File: config.mk
export PLATFORM = sky130hd
export DESIGN_NAME = http_chunked_body_decoder_flat
export DESIGN_NICKNAME = d
export VERILOG_FILES = /design/src/hw/rtl/hcbd_pkg.sv /design/src/hw/rtl/hcbd_stream_if.sv /design/src/hw/rtl/hcbd_in_stage.sv /design/src/hw/rtl/hcbd_core.sv /design/src/hw/rtl/http_chunked_body_decoder.sv /design/src/flat_wrapper.sv
export SDC_FILE = /design/constraint.sdc
export NUM_CORES = 1
export LEC_CHECK = 0
export ABC_AREA = 1
export BUFFER_PORTS_ARGS = -buffer_cell sky130_fd_sc_hd__buf_4
export CAP_MARGIN = 20
export CORE_AREA = 3 3 114 116
export CTS_CLUSTER_SIZE = 20
export DETAILED_ROUTE_END_ITERATION = 12
export DIE_AREA = 0 0 117 119
export REMOVE_ABC_BUFFERS = 1
export SLEW_MARGIN = 20
export SYNTH_ARGS = -nofsm -noshare
export SYNTH_HDL_FRONTEND = slang
export SYNTH_SLANG_ARGS = --single-unit
File: constraint.sdc
create_clock -name clk_i -period 3.34 [get_ports clk_i]
set_input_delay 0.167 -clock clk_i [delete_from_list [all_inputs] [get_ports clk_i]]
set_output_delay 0.167 -clock clk_i [all_outputs]
set_load 0.02 [all_outputs]
File: src/hw/rtl/hcbd_pkg.sv
package hcbd_pkg;

  // width of the chunk size counter
  localparam int unsigned SizeBits = 32;
  localparam int unsigned PhaseW   = 4;

  typedef logic [SizeBits-1:0] size_t;
  typedef logic [PhaseW-1:0]   phase_t;

  // decoder phases
  localparam phase_t PhFirst       = 4'd0;
  localparam phase_t PhDigits      = 4'd1;
  localparam phase_t PhDigitsCr    = 4'd2;
  localparam phase_t PhExt         = 4'd3;
  localparam phase_t PhExtCr       = 4'd4;
  localparam phase_t PhData        = 4'd5;
  localparam phase_t PhDataCr      = 4'd6;
  localparam phase_t PhDataLf      = 4'd7;
  localparam phase_t PhTrlStart    = 4'd8;
  localparam phase_t PhTrlStartCr  = 4'd9;
  localparam phase_t PhTrlMid      = 4'd10;
  localparam phase_t PhTrlMidCr    = 4'd11;
  localparam phase_t PhComplete    = 4'd12;
  localparam phase_t PhInvalid     = 4'd13;

  localparam logic [7:0] ChCr   = 8'h0D;
  localparam logic [7:0] ChLf   = 8'h0A;
  localparam logic [7:0] ChSemi = 8'h3B;

  typedef enum logic [1:0] {
    StatusIncomplete = 2'd0,
    StatusComplete   = 2'd1,
    StatusInvalid    = 2'd2
  } status_e;

  // one byte held in the input stage
  typedef struct packed {
    logic       valid;
    logic [7:0] data;
  } beat_t;

  typedef struct packed {
    logic       is_hex;
    logic [3:0] value;
  } hex_t;

  function automatic hex_t hex_decode(logic [7:0] c);
    hex_t r;
    r.is_hex = 1'b1;
    r.value  = 4'd0;
    if (c >= 8'h30 && c <= 8'h39) begin
      r.value = 4'(c - 8'h30);
    end else if (c >= 8'h41 && c <= 8'h46) begin
      r.value = 4'(c - 8'h37);
    end else if (c >= 8'h61 && c <= 8'h66) begin
      r.value = 4'(c - 8'h57);
    end else begin
      r.is_hex = 1'b0;
    end
    return r;
  endfunction

endpackage

File: src/hw/rtl/hcbd_stream_if.sv
interface hcbd_in_if;
  logic       valid;
  logic       ready;
  logic [7:0] in_byte;

  modport source (output valid, output in_byte, input ready);
  modport sink   (input valid, input in_byte, output ready);
endinterface

interface hcbd_out_if;
  logic       valid;
  logic       ready;
  logic [7:0] out_byte;
  logic       payload_valid;
  logic [1:0] status;

  modport source (output valid, output out_byte, output payload_valid, output status,
                  input ready);
  modport sink   (input valid, input out_byte, input payload_valid, input status,
                  output ready);
endinterface

File: src/hw/rtl/hcbd_in_stage.sv
module hcbd_in_stage
  import hcbd_pkg::*;
(
  input  logic       clk_i,
  input  logic       rst_ni,
  input  logic       valid_i,
  input  logic [7:0] byte_i,
  output logic       ready_o,
  output beat_t      beat_o,
  input  logic       take_i
);

  logic       valid_q, valid_d;
  logic [7:0] data_q;
  logic       load;

  // stage is free when empty or when its byte moves on this cycle
  assign ready_o = !valid_q || take_i;
  assign load    = valid_i && ready_o;
  assign valid_d = load ? 1'b1 : (take_i ? 1'b0 : valid_q);

  always_ff @(posedge clk_i or negedge rst_ni) begin
    if (!rst_ni) begin
      valid_q <= 1'b0;
    end else begin
      valid_q <= valid_d;
    end
  end

  always_ff @(posedge clk_i) begin
    if (load) begin
      data_q <= byte_i;
    end
  end

  assign beat_o.valid = valid_q;
  assign beat_o.data  = data_q;

endmodule

File: src/hw/rtl/hcbd_core.sv
module hcbd_core
  import hcbd_pkg::*;
(
  input  logic       clk_i,
  input  logic       rst_ni,
  input  beat_t      beat_i,
  output logic       take_o,
  output logic       valid_o,
  input  logic       ready_i,
  output logic [7:0] out_byte_o,
  output logic       payload_valid_o,
  output status_e    status_o
);

  phase_t     phase_q, phase_d;
  size_t      size_q, size_d;
  size_t      left_q, left_d;
  logic       out_valid_q, out_valid_d;
  logic [7:0] out_byte_q, out_byte_d;
  logic       pv_q, pv_d;
  status_e    status_q, status_d;
  hex_t       hx;
  logic [7:0] c;
  logic       ovf;
  size_t      size_push;

  assign c         = beat_i.data;
  assign hx        = hex_decode(c);
  assign ovf       = size_q[SizeBits-1 -: 4] != 4'd0;
  assign size_push = {size_q[SizeBits-5:0], hx.value};

  // result register is free when empty or being drained
  assign take_o = beat_i.valid && (!out_valid_q || ready_i);

  always_comb begin
    phase_d    = phase_q;
    size_d     = size_q;
    left_d     = left_q;
    out_byte_d = 8'd0;
    pv_d       = 1'b0;
    unique case (phase_q)
      PhFirst: begin
        if (hx.is_hex) begin
          size_d  = {{(SizeBits-4){1'b0}}, hx.value};
          phase_d = PhDigits;
        end else begin
          phase_d = PhInvalid;
        end
      end
      PhDigits: begin
        if (hx.is_hex) begin
          if (ovf) phase_d = PhInvalid;
          else     size_d  = size_push;
        end else if (c == ChSemi) begin
          phase_d = PhExt;
        end else if (c == ChCr) begin
          phase_d = PhDigitsCr;
        end else begin
          phase_d = PhInvalid;
        end
      end
      PhDigitsCr, PhExtCr: begin
        if (c == ChLf) begin
          // end of size line
          if (size_q == '0) begin
            phase_d = PhTrlStart;
          end else begin
            left_d  = size_q;
            phase_d = PhData;
          end
          size_d = '0;
        end else if (phase_q == PhDigitsCr) begin
          phase_d = PhInvalid;
        end else if (c != ChCr) begin
          phase_d = PhExt;
        end
      end
      PhExt: begin
        if (c == ChCr) phase_d = PhExtCr;
      end
      PhData: begin
        out_byte_d = c;
        pv_d       = 1'b1;
        if (left_q != '0) left_d = left_q - 1'b1;
        if (left_q <= size_t'(1)) phase_d = PhDataCr;
      end
      PhDataCr: phase_d = (c == ChCr) ? PhDataLf : PhInvalid;
      PhDataLf: phase_d = (c == ChLf) ? PhFirst : PhInvalid;
      PhTrlStart: phase_d = (c == ChCr) ? PhTrlStartCr : PhTrlMid;
      PhTrlStartCr: begin
        if (c == ChLf)      phase_d = PhComplete;
        else if (c == ChCr) phase_d = PhTrlMidCr;
        else                phase_d = PhTrlMid;
      end
      PhTrlMid: begin
        if (c == ChCr) phase_d = PhTrlMidCr;
      end
      PhTrlMidCr: begin
        if (c == ChLf)      phase_d = PhTrlStart;
        else if (c != ChCr) phase_d = PhTrlMid;
      end
      PhComplete: phase_d = PhComplete;
      default:    phase_d = PhInvalid;
    endcase
  end

  always_comb begin
    if (phase_d == PhComplete)     status_d = StatusComplete;
    else if (phase_d == PhInvalid) status_d = StatusInvalid;
    else                           status_d = StatusIncomplete;
  end

  assign out_valid_d = take_o ? 1'b1 : (ready_i ? 1'b0 : out_valid_q);

  always_ff @(posedge clk_i or negedge rst_ni) begin
    if (!rst_ni) begin
      phase_q     <= PhFirst;
      size_q      <= '0;
      left_q      <= '0;
      out_valid_q <= 1'b0;
    end else begin
      out_valid_q <= out_valid_d;
      if (take_o) begin
        phase_q <= phase_d;
        size_q  <= size_d;
        left_q  <= left_d;
      end
    end
  end

  always_ff @(posedge clk_i) begin
    if (take_o) begin
      out_byte_q <= out_byte_d;
      pv_q       <= pv_d;
      status_q   <= status_d;
    end
  end

  assign valid_o         = out_valid_q;
  assign out_byte_o      = out_byte_q;
  assign payload_valid_o = pv_q;
  assign status_o        = status_q;

endmodule

File: src/hw/rtl/http_chunked_body_decoder.sv
// chunked http body decoder
// in_i carries the raw chunked body, one byte per transaction. out_o gives
// one result transaction per input byte, in order: out_byte with
// payload_valid set when the byte was chunk data (out_byte is zero
// otherwise), and status: incomplete, complete after the final empty line,
// or invalid framing. complete and invalid are sticky until reset.
// a byte accepted on in_i is registered in the input stage, then decoded into
// the result register once that register is free, and shows on out_o from
// then on. throughput: one byte per cycle while out_o is not stalled; the
// phase, size and remaining-count registers update once per accepted byte.
// reset: the decoder expects the first size digit and both stages are empty.
// when the receiver stalls, the result holds and the input register takes
// one more byte; after that in_i.ready drops until out_o drains.
module http_chunked_body_decoder
  import hcbd_pkg::*;
(
  input  logic clk_i,
  input  logic rst_ni,
  hcbd_in_if.sink    in_i,
  hcbd_out_if.source out_o
);

  beat_t   beat;
  logic    take;
  status_e status;

  hcbd_in_stage u_in_stage (
    .clk_i   (clk_i),
    .rst_ni  (rst_ni),
    .valid_i (in_i.valid),
    .byte_i  (in_i.in_byte),
    .ready_o (in_i.ready),
    .beat_o  (beat),
    .take_i  (take)
  );

  hcbd_core u_core (
    .clk_i           (clk_i),
    .rst_ni          (rst_ni),
    .beat_i          (beat),
    .take_o          (take),
    .valid_o         (out_o.valid),
    .ready_i         (out_o.ready),
    .out_byte_o      (out_o.out_byte),
    .payload_valid_o (out_o.payload_valid),
    .status_o        (status)
  );

  assign out_o.status = status;

endmodule

File: src/flat_wrapper.sv
// flat-port wrapper written by rule: the top's interface ports become plain ports
module http_chunked_body_decoder_flat import hcbd_pkg::*;
  (clk_i, rst_ni, in_i_valid, in_i_in_byte, in_i_ready, out_o_valid, out_o_out_byte, out_o_payload_valid, out_o_status, out_o_ready);
  hcbd_in_if in_i_i ();
  hcbd_out_if out_o_i ();
  input  logic clk_i;
  input  logic rst_ni;
  input wire logic [$bits(in_i_i.valid)-1:0] in_i_valid;
  input wire logic [$bits(in_i_i.in_byte)-1:0] in_i_in_byte;
  output wire logic [$bits(in_i_i.ready)-1:0] in_i_ready;
  output wire logic [$bits(out_o_i.valid)-1:0] out_o_valid;
  output wire logic [$bits(out_o_i.out_byte)-1:0] out_o_out_byte;
  output wire logic [$bits(out_o_i.payload_valid)-1:0] out_o_payload_valid;
  output wire logic [$bits(out_o_i.status)-1:0] out_o_status;
  input wire logic [$bits(out_o_i.ready)-1:0] out_o_ready;
  assign in_i_i.valid = in_i_valid;
  assign in_i_i.in_byte = in_i_in_byte;
  assign in_i_ready = in_i_i.ready;
  assign out_o_valid = out_o_i.valid;
  assign out_o_out_byte = out_o_i.out_byte;
  assign out_o_payload_valid = out_o_i.payload_valid;
  assign out_o_status = out_o_i.status;
  assign out_o_i.ready = out_o_ready;
  http_chunked_body_decoder u_core (.clk_i(clk_i), .rst_ni(rst_ni), .in_i(in_i_i), .out_o(out_o_i));
endmodule
### After elaboration in Yosys (flattened, before gate mapping)

Index checks and enable logic that the tools add are counted.

| word-level totals | value |
|---|---|
| latch bits | 0 |
| memories | 0 |
| memory bits (read-only) | 0 |
| bits of input ports | 12 |
| logic and storage cells | 105 |
| output and inout port bits | 13 |
| bits in registers | 89 |
| memory bits (writable) | 0 |

| operators by class | value |
|---|---|
| muxes and demuxes | 41 |
| $mul | 0 |
| $add $sub $neg | 4 |
| reduce and logical (&&, ||, !) cells | 20 |
| div/mod/pow operators | 0 |
| bitwise operators | 0 |
| eq/ne operators | 24 |
| magnitude comparators | 7 |
| shift-type cells | 0 |

Operator list:

| operator | number |
|---|---|
| 32-bit two-way mux | 7 |
| 32-bit case mux with 3 select lines | 1 |
| 4-bit two-way mux | 19 |
| 32-bit case mux with 2 select lines | 1 |
| 4-bit case mux with 12 select lines | 1 |
| 32-bit by 1-bit <= comparator with 1-bit output, second input constant | 1 |
| 32-bit logical NOT | 1 |
| 32-bit nonzero test | 1 |
| 32-bit by 1-bit subtractor with 32-bit output, second input constant | 1 |
| 4-bit equality test, second input constant | 7 |
| 4-bit by 3-bit equality test with 1-bit output, second input constant | 4 |
| 8-bit by 4-bit equality test with 1-bit output, second input constant | 2 |
| 8-bit by 7-bit greater-or-equal comparator with 1-bit output, second input constant | 2 |
| 8-bit by 7-bit <= comparator with 1-bit output, second input constant | 2 |
| 2-bit != test, second input constant | 6 |
| 1-bit two-way mux | 9 |
| 4-bit by 2-bit equality test with 1-bit output, second input constant | 2 |
| 8-bit by 6-bit equality test with 1-bit output, second input constant | 1 |
| 8-bit by 6-bit greater-or-equal comparator with 1-bit output, second input constant | 1 |
| 8-bit by 6-bit <= comparator with 1-bit output, second input constant | 1 |
| 8-bit by 4-bit != test with 1-bit output, second input constant | 1 |
| 4-bit by 3-bit subtractor with 4-bit output, second input constant | 2 |
| 6-bit AND reduction | 1 |
| 2-bit nonzero test | 3 |
| 12 further kinds | 19 |

### Depth between registers and ports, before layout

Gate-level depths: netlist (run 1).

| logic depth | value |
|---|---|
| word-level depth | 9 |
| mapped depth | 13 |
| mapped depth without buffers | 13 |

### By module

Synthesis (run 1) repeated with hierarchy kept, for this count alone.

| unflattened totals | value |
|---|---|
| cell total of the unflattened synthesis | 763 |
| area total of the unflattened synthesis | 5461.5 um^2 |

Modules (own cells, without submodules):

| module | cells an instance | area each (um^2) | seq. area each (um^2) | instances |
|---|---|---|---|---|
| hcbd_core | 748 | 5168.7 | 2057.0 | 1 |
| hcbd_in_stage | 15 | 292.8 | 265.3 | 1 |

### Worst setup path after synthesis (run 1)

OpenSTA, ideal clock, no wires.

| path | value |
|---|---|
| kind | reg2reg |
| start point | reg u_core.u_in_stage.data_q[0] |
| end point | reg u_core.u_core.left_q[11] |
| data required time | 3.219 ns |
| clock period less this slack | 1.870 ns |
| library setup time | 0.121 ns |
| arrival time | 1.749 ns |
| setup slack | 1.470 ns |
| cell stages (with the launch flop) | 12 |
| path buffers | 2 |
| path through | edfxtp_1 -> inv_1 -> ha_1 -> nand3_1 -> nor2_4 -> inv_1 -> o21ai_1 -> nand2_2 -> buf_6 -> buf_6 -> nand2_1 -> o21ai_1 |

| on the way | value |
|---|---|
| cells in the longest elaborated chain, start to end | 3 |

RTL lines:

| element | RTL line | RTL |
|---|---|---|
| start: declaration | hcbd_in_stage.sv:14 | `logic [7:0] data_q;` |
| start signal: assignment | hcbd_in_stage.sv:32 | `data_q <= byte_i;` |
| 8-bit by 4-bit equality test with 1-bit output | hcbd_core.sv:63 | `if (c == ChLf) begin` |
| 2-bit != test (no source line) | n/a |  |
| 5-bit AND reduction (no source line) | n/a |  |
| end signal: assignment | hcbd_core.sv:126 | `left_q <= left_d;` |
| end: declaration | hcbd_core.sv:17 | `size_t left_q, left_d;` |

No other way between the ends.
A chain may end at the register's enable or synchronous reset.

### Worst setup path in the final report (run 1)

| path | value |
|---|---|
| start point | reg u_core.u_in_stage.data_q[0] |
| end point | reg u_core.u_core.left_q[24] |

Same word-level chain as after synthesis.

==> summary by stage, run 1 <==
Drt
The total detailed-routing wirelength is 13100 µm. The antenna violation net count after detailed routing is 0. The routed length per instance is 13.9 µm. The number of design-rule violations left by the first detailed-router iteration is 338. For this run, design rule violations remaining after detail routing come to 0. The number of vias per cell after detailed routing is 5.11. The number of iterations in the first detailed-routing pass is 5.

The total number of vias is 4831.

CTS
After clock tree synthesis, the clock-pin slew on the worst setup and hold paths is 0.07 ns. Counting along the longest clock path gives a buffer depth of 2. For the worst-skew pair, the clock arrives at the later sink with an insertion delay of 0.35 ns. The tree built by TritonCTS fans out to 89 sinks. The clock tree from TritonCTS is done. The total of cells resized after clock tree synthesis is 0. The post-CTS setup-driven buffer insertion count is 0. The number of hold buffers added after CTS is 9. The root buffer cell is sky130_fd_sc_hd__clkbuf_16. In this run the number of H-tree levels came out at 3. The number of buffers inserted during clock tree synthesis is 9.

Die
From bottom edge to top edge, the die measures 119 µm. The area of the core region is 12000 µm². The effective utilization at floorplan is 44.6%. After floorplanning, the core was divided into 40 placement rows. The die area is 13900 µm². The die is 117 µm wide. For this design the top-level I/O count stands at 25.

Worst setup path
The cell with the most instances on the worst path is sky130_fd_sc_hd__inv_1. By startpoint and endpoint, the worst setup path is classified as reg -> reg. The cell family with the largest share of critical-path delay is simple AND/OR/NAND/NOR gates. Along the worst path, the maximum fanout reaches 44.

The launching element type of the critical path is a flop. STA classifies the critical path endpoint as a flop. Walking the worst path, the cells encountered are inv_1 -> ha_1 -> nand3_1 -> nor2_4 -> inv_1 -> o21ai_1 -> nand2_2 -> inv_4 -> o21ai_0. The worst-path cell with the longest stage delay is sky130_fd_sc_hd__inv_4.

The worst endpoint required time is 3.56 ns. The number of buffers and inverters on the critical path is 3. The maximum cell stage delay along the critical path is 0.43 ns.

The signal arrival time at the worst endpoint is 2.73 ns.

Yosys
The number of instances in the synthesized netlist is 768. Counting flops with a built-in enable in the synthesized netlist gives 19. The number of distinct library cell variants in the gate-level netlist after synthesis is 33. The synthesis warning total is 0. Synthesis inferred 89 register bits. Each instance of the synthesized netlist takes up on average 6.97 µm². The register area share after synthesis is 43.4%. The mapped netlist covers 5350 µm². Of all flip-flops after synthesis, the portion carrying an async set or reset was 78.7%. The most used flip-flop cell after synthesis is sky130_fd_sc_hd__dfrtp_1.

Global route
In the global route stage, overall resource usage came out at 20.2%. The pin count of the biggest net entering global routing is 71. The number of global-route vias before repair was 4592.

The number of antenna violations at the first check in global routing is 0. The leftover overflow at the end of global routing is 0. The first global-routing pass estimated 22400 µm of wire.

Place
Including well taps, the total number of placed cells is 921. The number of I/O port buffers is 24. The congestion estimate from routability-driven global placement came to 0.863.

Detailed placement ended at an HPWL of 9400 µm.

Power
The standby leakage power is 2.93 nW. VDD sags by at most 0.344 mV. The power per cell area is 961 nW/µm².

STA
The final number of max-transition violations came to 0. For this run, the top clock speed supported by timing is 0.399 GHz. Measured against its own limit, the worst slew margin works out to 38.3%.

The accumulated negative setup slack is 0 ns. The actual slew at the worst max-slew pin is 0.926 ns. The time the final worst path needs with I/O delays and setup is 2.51 ns.

On the final layout, the worst clock skew is 0.00727 ns. Of the available clock period, the critical path in the final layout requires 75.0%. Setup repair after global routing left no endpoint under its margin.

The count of endpoints failing setup in the final report is 0. The final number of hold-violating endpoints is 0.

Outcome
The flow ran to the end, and the final reports show no timing, DRC or antenna violations.

Job
The max-cap check violation count is 0.

Finish
Leaving out fill and tap cells, the most frequent cell in the layout is sky130_fd_sc_hd__nand2_1. For this run, the number of standard cells in the final layout without fillers is 946. The area added between synthesis and finish is 12.1%.

The share of cells above drive strength 1 is 8.39%. In the layout the commonest cells are sky130_fd_sc_hd__nand2_1 (265), sky130_fd_sc_hd__nor2_1 (119), sky130_fd_sc_hd__dfrtp_1 (70). The post-layout net count is 813.

The number of antenna diodes in the final layout is 0.

Hold path
The tightest min-delay check is of the in -> reg type.
path summary, 6_finish.rpt:
check	startpoint	endpoint	slack (ns)	cells after the start
worst max-delay path	u_core.u_in_stage.data_q[0]	u_core.u_core.left_q[24]	0.83	9
worst min-delay path	in_i_valid	u_core.u_in_stage.valid_q	0.05	3
worst max register to register	u_core.u_in_stage.data_q[0]	u_core.u_core.left_q[24]	0.83	9
worst min register to register	u_core.u_core.size_q[3]	u_core.u_core.size_q[3]	0.52	2
max in group asynchronous	rst_ni	u_core.u_core.phase_q[1]	2.25	2
min in group asynchronous	rst_ni	u_core.u_core.left_q[3]	0.49	2
cells by family (layout without fill, tap and decap cells):
logic type      after synthesis  count (layout)  synth area share, %
compound gates              105             105                 10.4
xor+xnor                     12              12                 1.96
fa+ha+maj                     7               7                 1.64
buf+inv                      93             124                 7.53
flops                        89              89                 43.4
mux                           1               1                0.187
simple gates                461             461                 34.9
worst reg2reg max path: cells and delay by family (launching register included):
family	cells	cell delay, ns
AO/OA/AOI/OAI	2	0.35
flip-flops	1	0.42
AND/OR/NAND/NOR	3	0.71
adder cells (fa/ha/maj)	1	0.21
buffers and inverters	3	0.69
cell usage after synthesis, types with 2 or more instances:
cell                         n  area (µm²)
sky130_fd_sc_hd__dfrtp_1    70        1750
sky130_fd_sc_hd__o21ai_1    46         230
sky130_fd_sc_hd__nor3_1      5        25.0
sky130_fd_sc_hd__nor2_4      2        22.5
sky130_fd_sc_hd__a21oi_2     2        17.5
sky130_fd_sc_hd__nand2_1   265         995
sky130_fd_sc_hd__a31oi_1     2        12.5
sky130_fd_sc_hd__edfxtp_1   19         571
sky130_fd_sc_hd__inv_1      63         236
sky130_fd_sc_hd__a21oi_1     6        30.0
sky130_fd_sc_hd__nor2_1    119         447
sky130_fd_sc_hd__buf_4       2        15.0
sky130_fd_sc_hd__nand3_1    47         235
sky130_fd_sc_hd__ha_1        7        87.6
sky130_fd_sc_hd__buf_2      11        55.1
sky130_fd_sc_hd__o21ai_0    42         210
sky130_fd_sc_hd__buf_6       4        45.0
sky130_fd_sc_hd__clkbuf_1    6        22.5
sky130_fd_sc_hd__xor2_1     11        96.3
sky130_fd_sc_hd__nor2_2      8        50.1
sky130_fd_sc_hd__inv_2       5        18.8
sky130_fd_sc_hd__or2_2       3        18.8
sky130_fd_sc_hd__nand4_1    10        62.6
sky130_fd_sc_hd__o31ai_1     3        22.5
sky130_fd_sc_hd__o21ai_2     2        17.5
power breakdown:
group	total, mW	internal, mW	switching (mW)	leakage (nW)
combinational	3.17	0.990	2.18	1.65
clock	1.01	0.575	0.439	0.138
sequential	1.58	1.34	0.237	1.15
state kept, by name, indices dropped and copies added (netlist names):
| register | cells |
|---|---|
| u_core.u_core.left_q | 32 |
| u_core.u_core.size_q | 32 |
| u_core.u_core.out_byte_o | 8 |
| u_core.u_in_stage.data_q | 8 |
| u_core.u_core.phase_q | 4 |
| u_core.u_core.status_o | 2 |
| u_core.u_core.payload_valid_o | 1 |
| u_core.u_core.valid_o | 1 |
| u_core.u_in_stage.valid_q | 1 |
area by class of cell:
class	instances	area, µm²
timing repair buffer	38	308
multi-input combinational	586	2640
clock inverter	6	58.8
fill	1173	6010
tap	147	184
sequential	89	2320
clock buffer	10	229
inverter	70	265
layer usage:
layer,track usage [%],wire length [µm],part of all wire [%],up-vias
li1,-,-,-,2503
met1,27.8,6270,48,2226
met2,31.9,6100,47,82
met3,2.95,436,3.3,20
met4,7.89,311,2.4,0
met5,0,0,0,-
through the flow:
stage	worst slack, ns	power [mW]	hold slack [ns]	instance area [µm²]	util (%)
6_report	0.834	5.77	0.0453	6000	50.0
3_5_place_dp	0.805	4.75	0.346	5620	46.8
5_1_grt	0.538	6.37	0.0683	6000	50.0
2_1_floorplan	0.598	3.92	-0.129	5220	-
4_1_cts	0.804	5.80	0.0385	6000	50.0
3_3_place_gp	0.906	4.74	0.345	5620	46.8
Power figures use the tool's default switching activity.
==> inputs of run 2 (changes only) <==
==> constraint.sdc (replaced) <==
create_clock -name clk_i -period 2.6 [get_ports clk_i]
set_input_delay 0.13 -clock clk_i [delete_from_list [all_inputs] [get_ports clk_i]]
set_output_delay 0.13 -clock clk_i [all_outputs]
set_load 0.02 [all_outputs]
==> run 2 against run 1 <==
  * Register-to-register slack worse by 0.49 ns
  * Fmax is 11% higher
  * Flip-flop and latch count unchanged
  * Global-route usage increased by 0.29 points
  * Largest cell class unchanged
==> summary by stage, run 2 (synthesized netlist as in run 1, its figures left out) <==
Outcome
The run finished with clean final reports.

STA
In this run the tightest slew margin relative to its limit is 38.9%. Setup repair after global routing left no endpoint under its margin. Setup violations remaining at the end of the flow were counted as 0. The maximum achievable frequency is 0.443 GHz. The slack of the critical path is 0.344 ns. The accumulated negative setup slack is 0 ns.

After layout, the worst path uses 86.8% of the clock period. Across the routed clock network, the largest skew measured is 0.00763 ns. The final number of hold-violating endpoints is 0.

The final number of max-transition violations was 0. At the pin with the least slew margin, the transition time is 0.917 ns. For the finished layout, the period the worst path requires is 2.26 ns.

Global route
The number of global-route vias before repair is 4717. Global routing used 20.5% of the available tracks. The leftover overflow at the end of global routing is 0. The number of antenna violations at the first check in global routing is 0.

The pin count of the biggest net entering global routing is 71. The global-route wire length before repair is 22800 µm.

Finish
After routing the design area is 6040 µm². The post-layout net count is 816. The area growth from synthesis to layout is 12.8%. The count of inserted antenna diode cells is 0.

Cells with a size suffix above 1 make up 9.10% of the layout. The library cell used most frequently in the layout, excluding fill and tap cells, is sky130_fd_sc_hd__nand2_1. The top cell types in the final layout, fill and taps aside, are sky130_fd_sc_hd__nand2_1 (265), sky130_fd_sc_hd__nor2_1 (119), sky130_fd_sc_hd__dfrtp_1 (70).

For this run, the number of standard cells in the final layout without fillers is 949. At the end of the flow the core is filled with cells to 50.2%. The largest registers in the layout are u_core.u_core.left_q x32, u_core.u_core.size_q x32.

CTS
The root buffer cell is sky130_fd_sc_hd__clkbuf_16. The clock-pin slew on the worst setup and hold paths is 0.06 ns. The clock tree from TritonCTS is done. The number of buffers inserted during clock tree synthesis is 9. The clock tree synthesis step divided the H-tree into 3 levels. The clock drives 89 sinks. Counting along the longest clock path gives a buffer depth of 2. Clock latency on the worst-skew pair, taken at its later pin, is 0.34 ns.

Power
The power per cell area is 1230 nW/µm². Sequential cells account for 27.4% of the total power. The internal power component is 3.74 mW. The total net switching power is 3.69 mW. IR analysis of the VDD net gives a maximum drop of 0.524 mV. The combinational group share of total power is 55.9%. The standby leakage power is 2.95 nW. Per report_power, the clock group accounts for 16.7% of the total. Net switching is 49.7% of the power.

Die
The initial utilization of the core area, before any placement, comes to 44.6%. The core region is 12000 µm². From bottom edge to top edge, the die measures 119 µm. The floorplan has 40 rows. The die is 117 µm wide. 25 I/O pins were placed. The die area is 13900 µm².

Drt
After detailed routing, the average wire length per cell comes to 13.9 µm. The final layout contains routed wiring with a total length of 13200 µm. The number of design-rule violations left by the first detailed-router iteration is 307. In the routed design, unresolved DRC markers number 0. The pre-antenna-repair detailed-routing pass consisted of 4 iterations.

The number of vias per cell after detailed routing is 5.09. The total number of vias is 4828. The antenna violation net count after detailed routing is 0.

Worst setup path
The most numerous cell type found on the critical path is sky130_fd_sc_hd__inv_1. The critical path in this run is classified as reg -> reg. The maximum fanout along the worst path is 13.

The cell family with the largest share of critical-path delay is simple AND/OR/NAND/NOR gates. Walking the worst path, the cells encountered are inv_1 -> ha_1 -> nand3_1 -> nor2_4 -> inv_1 -> o21ai_1 -> nand2_2 -> buf_4 -> o21ai_0 -> nand2_1. The worst-path cell with the longest stage delay is sky130_fd_sc_hd__edfxtp_1. The launching element type of the critical path is a flop. For the worst setup path, the data required time is 2.83 ns. The maximum cell stage delay along the critical path is 0.41 ns. The signal arrival time at the worst endpoint is 2.48 ns. The endpoint kind of the worst setup timing path is a flop.

The number of buffers and inverters on the critical path is 3.

Place
The HPWL after detailed placement is 9650 µm. The count of buffers added on input and output ports is 24. The cell count after placement is 924. The instance area at placement is 5660 µm². Routability-driven placement finished with a final weighted congestion of 0.975. OpenSTA, run right after detailed placement, puts the worst setup slack at 0.265 ns.

Hold path
The worst min-delay path class is in -> reg.

Job
Max-cap violations in this run came to 0.
==> run 2: cell type report <==
class                      count  area, µm²
sequential                    89       2320
multi-input combinational    586       2640
fill                        1208       5980
tap                          147        184
inverter                      70        268
timing repair buffer          41        343
clock inverter                 5       37.5
clock buffer                  11        246
==> run 2: timing repair <==
action                                  4_1_cts  5_1_grt
endpoints found under the setup margin        0       10
buffers inserted                              0        0
hold buffers                                  9        0
resized for setup                             0        1
endpoints found under the hold margin        78        0
==> run 2: worst register-to-register path: cells and delay by family, from the launching register on <==
family,cells,cell delay (ns)
buf+inv,3,0.47
fa+ha+maj,1,0.20
simple gates,4,0.67
flops,1,0.41
compound gates,2,0.40
==> run 2: per-stage QoR <==
step	hold slack [ns]	power, mW
after floorplan	-0.166	5.04
after global placement	0.308	6.10
after detailed placement	0.309	6.15
after CTS	0.0000601	7.46
after global routing	0.0159	8.22
final	0.0109	7.43
==> run 2: path summary, 6_finish.rpt <==
kind / from / cells after the start / slack, ns / to
setup / recovery: u_core.u_in_stage.data_q[0] / 10 / 0.34 / u_core.u_core.left_q[16]
hold / removal: in_i_valid / 3 / 0.01 / u_core.u_in_stage.valid_q
setup reg to reg: u_core.u_in_stage.data_q[0] / 10 / 0.34 / u_core.u_core.left_q[16]
hold reg to reg: u_core.u_core.size_q[3] / 2 / 0.52 / u_core.u_core.size_q[3]
max in group asynchronous: rst_ni / 2 / 1.54 / u_core.u_core.phase_q[1]
min in group asynchronous: rst_ni / 2 / 0.46 / u_core.u_core.left_q[0]
==> run 2: power by group through the flow <==
stage	combinational [mW]	sequential (mW)	clock, mW
floorplan	3.02	2.01	0
global placement	4.05	2.05	0
detailed placement	4.10	2.05	0
CTS	4.15	2.03	1.28
global route	4.81	2.08	1.33
finish	4.16	2.03	1.24
==> run 2: per-layer routing <==
layer | vias to the layer above | wire [µm] | GRT usage (%)
li1 | 2507 | - | -
met1 | 2233 | 6140 | 27.6
met2 | 74 | 6450 | 32.9
met3 | 14 | 418 | 5.13
met4 | 0 | 177 | 5.09
met5 | - | 0 | 0
==> inputs of run 3 (changes only) <==
--- a/config.mk
+++ b/config.mk
@@ -5,13 +5,12 @@
 export SDC_FILE = /design/constraint.sdc
 export NUM_CORES = 1
 export LEC_CHECK = 0
-export ABC_AREA = 1
 export BUFFER_PORTS_ARGS = -buffer_cell sky130_fd_sc_hd__buf_4
 export CAP_MARGIN = 20
-export CORE_AREA = 3 3 114 116
+export CORE_AREA = 3 3 109 111
 export CTS_CLUSTER_SIZE = 20
 export DETAILED_ROUTE_END_ITERATION = 12
-export DIE_AREA = 0 0 117 119
+export DIE_AREA = 0 0 112 114
 export REMOVE_ABC_BUFFERS = 1
 export SLEW_MARGIN = 20
 export SYNTH_ARGS = -nofsm -noshare
==> run 3 against run 2 <==
  * Utilization increased by 5.2 points
  * Sequential share of layout area unchanged
  * Clock power decreased by 24%
  * Design area unchanged
  * Die area decreased by 8.3%
  * Sequential power increased by 8%
  * Critical path type unchanged
  * Critical endpoint is now u_core.u_core.left_q[8]
==> summary by stage, run 3 <==
Global route
Entering global routing, the biggest net connects 71 pins. The overall track demand over capacity in global routing is 21.2%. The global-route wire length before repair is 21500 µm. After global routing the overflow that remains totals 0. The number of antenna violations at the first check in global routing is 0. The number of global-route vias before repair was 4270.

Worst setup path
The maximum fanout along the worst path is 15. Walking the worst path, the cells encountered are or4_4 -> or4b_4 -> or4_4 -> o211ai_4 -> buf_12 -> a21oi_2 -> o22a_1. Counting stages on the worst path, the most repeated cell is sky130_fd_sc_hd__or4_4.

The worst-path cell with the longest stage delay is sky130_fd_sc_hd__or4_4. STA classifies the critical path endpoint as a flop. At the worst endpoint, the required time is 2.87 ns.

The path type of the worst setup path is reg -> reg. For this run, the slowest stage of the critical path takes 0.54 ns. At the worst endpoint, the arrival time is 2.86 ns.

The number of buffers and inverters on the critical path is 1. The launching element type of the critical path is a flop. The cell family with the largest share of critical-path delay is simple AND/OR/NAND/NOR gates.

Drt
The number of vias per cell after detailed routing is 5.99. For this block, the initial DRC count from the detailed router was 388. For this run, design rule violations remaining after detail routing come to 0.

The detail route stage leaves a number of antenna-violating nets equal to 0. The number of iterations in the first detailed-routing pass is 5. The detailed router placed 4417 vias in this run. The total detailed-routing wirelength is 13300 µm.

Dividing the detail-routed wire length by the instance count gives 18.0 µm.

Die
The effective utilization at floorplan is 45.5%. Measured along the y axis, the die boundary spans 114 µm. The total area inside the core boundary comes to 10900 µm². The initialized floorplan defines 38 standard-cell rows. The die covers 12800 µm². The boundary pin count is 25.

The die outline width is 112 µm.

Power
The combinational group share of total power is 44.1%. The worst ir drop on vdd is 0.380 mV. In this run the static leakage power is 2.58 nW. The total power draw is 5.64 mW. Net switching is 40.5% of the power. The internal power component is 3.35 mW. The sequential share of power is 39.1%. Summed over all nets, the switching power comes to 2.28 mW. The proportion of power drawn by the clock network is 16.8%.

The power per cell area is 934 nW/µm².

Finish
The final design utilization is 55.4%. The leading cell type in the layout, fill and taps excluded is sky130_fd_sc_hd__buf_4. The repair_antennas step left the layout with diodes totalling 0. Cells with a size suffix above 1 make up 22.8% of the layout. The post-layout net count is 611. Summing all non-filler instances in the final layout gives an area of 6040 µm². The area added between synthesis and finish is 21.8%. In the layout the commonest cells are sky130_fd_sc_hd__buf_4 (73), sky130_fd_sc_hd__dfrtp_1 (70), sky130_fd_sc_hd__nand2_1 (44). The largest registers in the layout are u_core.u_core.left_q x32, u_core.u_core.size_q x32.

Hold path
The worst min-delay path class is in -> reg.

Place
Input and output buffers added on the ports amount to 24. The last weighted congestion value of the routability-driven placer is 0.890. The final HPWL from detailed placement is 9400 µm. In this run the cell area measured after placement is 5590 µm².

Yosys
After synthesis, the largest area contributor takes up 35.3% of total cell area. The cell area after synthesis is 4960 µm². Sorting the synthesized cells by area gives the leading types as sky130_fd_sc_hd__dfrtp_1 (35%), sky130_fd_sc_hd__edfxtp_1 (12%), sky130_fd_sc_hd__o21ai_0 (4.3%). The number of different library cells used by synthesis comes to 68. The cell type with the largest total area after synthesis is sky130_fd_sc_hd__dfrtp_1. Counting flops with an async set or reset pin after synthesis yields a share of 78.7%. Averaged over all synthesized cells, the footprint is 9.42 µm². For this run, the leading register cell type out of synthesis is sky130_fd_sc_hd__dfrtp_1. After synthesis, the most frequently instantiated cells are sky130_fd_sc_hd__dfrtp_1 (70), sky130_fd_sc_hd__nand2_1 (44), sky130_fd_sc_hd__o21ai_0 (43). The number of instances in the synthesized netlist is 526. The number of storage elements in the synthesis netlist is 89.

The synthesized design contains 19 enable-type register cells. The register area share after synthesis is 46.8%. The most frequent cell after synthesis is sky130_fd_sc_hd__dfrtp_1. For this run, the number of Yosys warnings is 0.

STA
The maximum achievable frequency is 0.386 GHz. Setup repair after global routing could not meet its margin everywhere. On the final layout, the worst hold slack is 0.0539 ns. Setup violations remaining at the end of the flow were counted as 0.

At the pin with the least slew margin, the transition time is 0.918 ns. Measured against its own limit, the worst slew margin works out to 38.8%. The accumulated negative setup slack is 0 ns. The time the final worst path needs with I/O delays and setup is 2.59 ns. The final number of hold-violating endpoints was 0. The final number of max-transition violations is 0. The clock arrives with 0.00879 ns of skew.

The final period utilization is 99.7%.

CTS
Clock tree synthesis found a total of 89 sinks. The clock passes through at most 2 buffers. The number of buffers inserted during clock tree synthesis is 9. The root buffer cell is sky130_fd_sc_hd__clkbuf_8. The insertion delay to the later sink of the worst-skew pair is 0.37 ns.

After clock tree synthesis, the clock-pin slew on the worst setup and hold paths is 0.09 ns. The clock tree from TritonCTS is done. The total number of H-tree levels is 3.

Outcome
The flow ran to the end, and the final reports show no timing, DRC or antenna violations.

Job
Across the run, the number of max-cap violations was 0.
-- run 3: changes by cell type in the layout (fill, tap and decap cells not counted), moves of 12 or more --
cell                      previous run  this run
sky130_fd_sc_hd__a21oi_1             6        25
sky130_fd_sc_hd__o21ai_1            46         3
sky130_fd_sc_hd__mux2i_1             1        17
sky130_fd_sc_hd__buf_4              31        73
sky130_fd_sc_hd__nand3_1            47        13
sky130_fd_sc_hd__nor4_1              0        15
sky130_fd_sc_hd__inv_1              63        24
sky130_fd_sc_hd__mux2_2              0        12
sky130_fd_sc_hd__nor2_1            119        35
sky130_fd_sc_hd__nor3_1              5        24
sky130_fd_sc_hd__nand2_1           265        44
-- run 3: final timing paths --
| path | slack (ns) | endpoint | start | cells past startpoint |
|---|---|---|---|---|
| hold / removal | 0.05 | u_core.u_core.valid_o | out_o_ready | 3 |
| setup / recovery | 0.008 | u_core.u_core.left_q[8] | u_core.u_core.left_q[7] | 7 |
| max in group asynchronous | 1.58 | u_core.u_core.left_q[3] | rst_ni | 2 |
| min in group asynchronous | 0.43 | u_core.u_core.left_q[13] | rst_ni | 2 |
| hold reg to reg | 0.51 | u_core.u_core.valid_o | u_core.u_in_stage.valid_q | 1 |
| setup reg to reg | 0.008 | u_core.u_core.left_q[8] | u_core.u_core.left_q[7] | 7 |
-- run 3: cell families after synthesis --
kind of cell | after synthesis | share of synthesized area [%]
and+or+nand+nor | 187 | 19.8
xor gates and xnor gates | 5 | 0.883
muxes | 29 | 6.16
adders and majority gates | 7 | 1.77
buffers and inverters | 62 | 5.22
AOI/OAI and AO/OA | 147 | 19.3
DFF | 89 | 46.8
-- run 3: power by group through the flow --
stage	clock network, mW	registers, mW	logic, mW
global placement	0	2.20	2.33
CTS	0.966	2.19	2.41
detailed placement	0	2.21	2.37
finish	0.946	2.20	2.49
floorplan	0	2.20	1.37
global route	1.03	2.24	2.75
-- run 3: metal layers --
layer	share of wire [%]	global-route usage (%)	up-vias	wire length, µm
met5	0	0	-	0
met4	3.7	11.4	0	498
met3	4.9	3.02	38	655
met2	46	33.4	136	6160
met1	45	28.5	2164	5970
li1	-	-	2079	-
-- run 3: area by class of cell --
cell class                      count  area (µm²)
Clock buffer                       11         156
Tap cell                          140         175
Inverter                           27         101
Timing Repair Buffer               90         771
Fill cell                         960        4850
Multi-Input combinational cell    375        2470
Clock inverter                      5        38.8
Sequential cell                    89        2320
-- run 3: worst register-to-register path, cell delays in order, from the launching register on --
cell	delay [ns]
sky130_fd_sc_hd__dfrtp_1	0.38
sky130_fd_sc_hd__or4_4	0.54
sky130_fd_sc_hd__or4b_4	0.53
sky130_fd_sc_hd__or4_4	0.47
sky130_fd_sc_hd__o211ai_4	0.15
sky130_fd_sc_hd__buf_12	0.18
sky130_fd_sc_hd__a21oi_2	0.04
sky130_fd_sc_hd__o22a_1	0.19
-- run 3: what timing repair did --
item / in CTS / in global routing
setup endpoints to repair: 27 / 31
hold endpoints to repair: 79 / 0
gates cloned: 0 / 1
hold buffers: 10 / 0
buffers inserted: 2 / 3
pin swaps: 3 / 5
resized for setup: 5 / 20
-- run 3: metrics by stage --
step	setup WS [ns]	std cells
2_1_floorplan	-1.24	491
3_3_place_gp	-0.0590	705
3_5_place_dp	-0.0938	705
4_1_cts	0.0000453	733
5_1_grt	-0.0542	737
6_report	0.00835	737
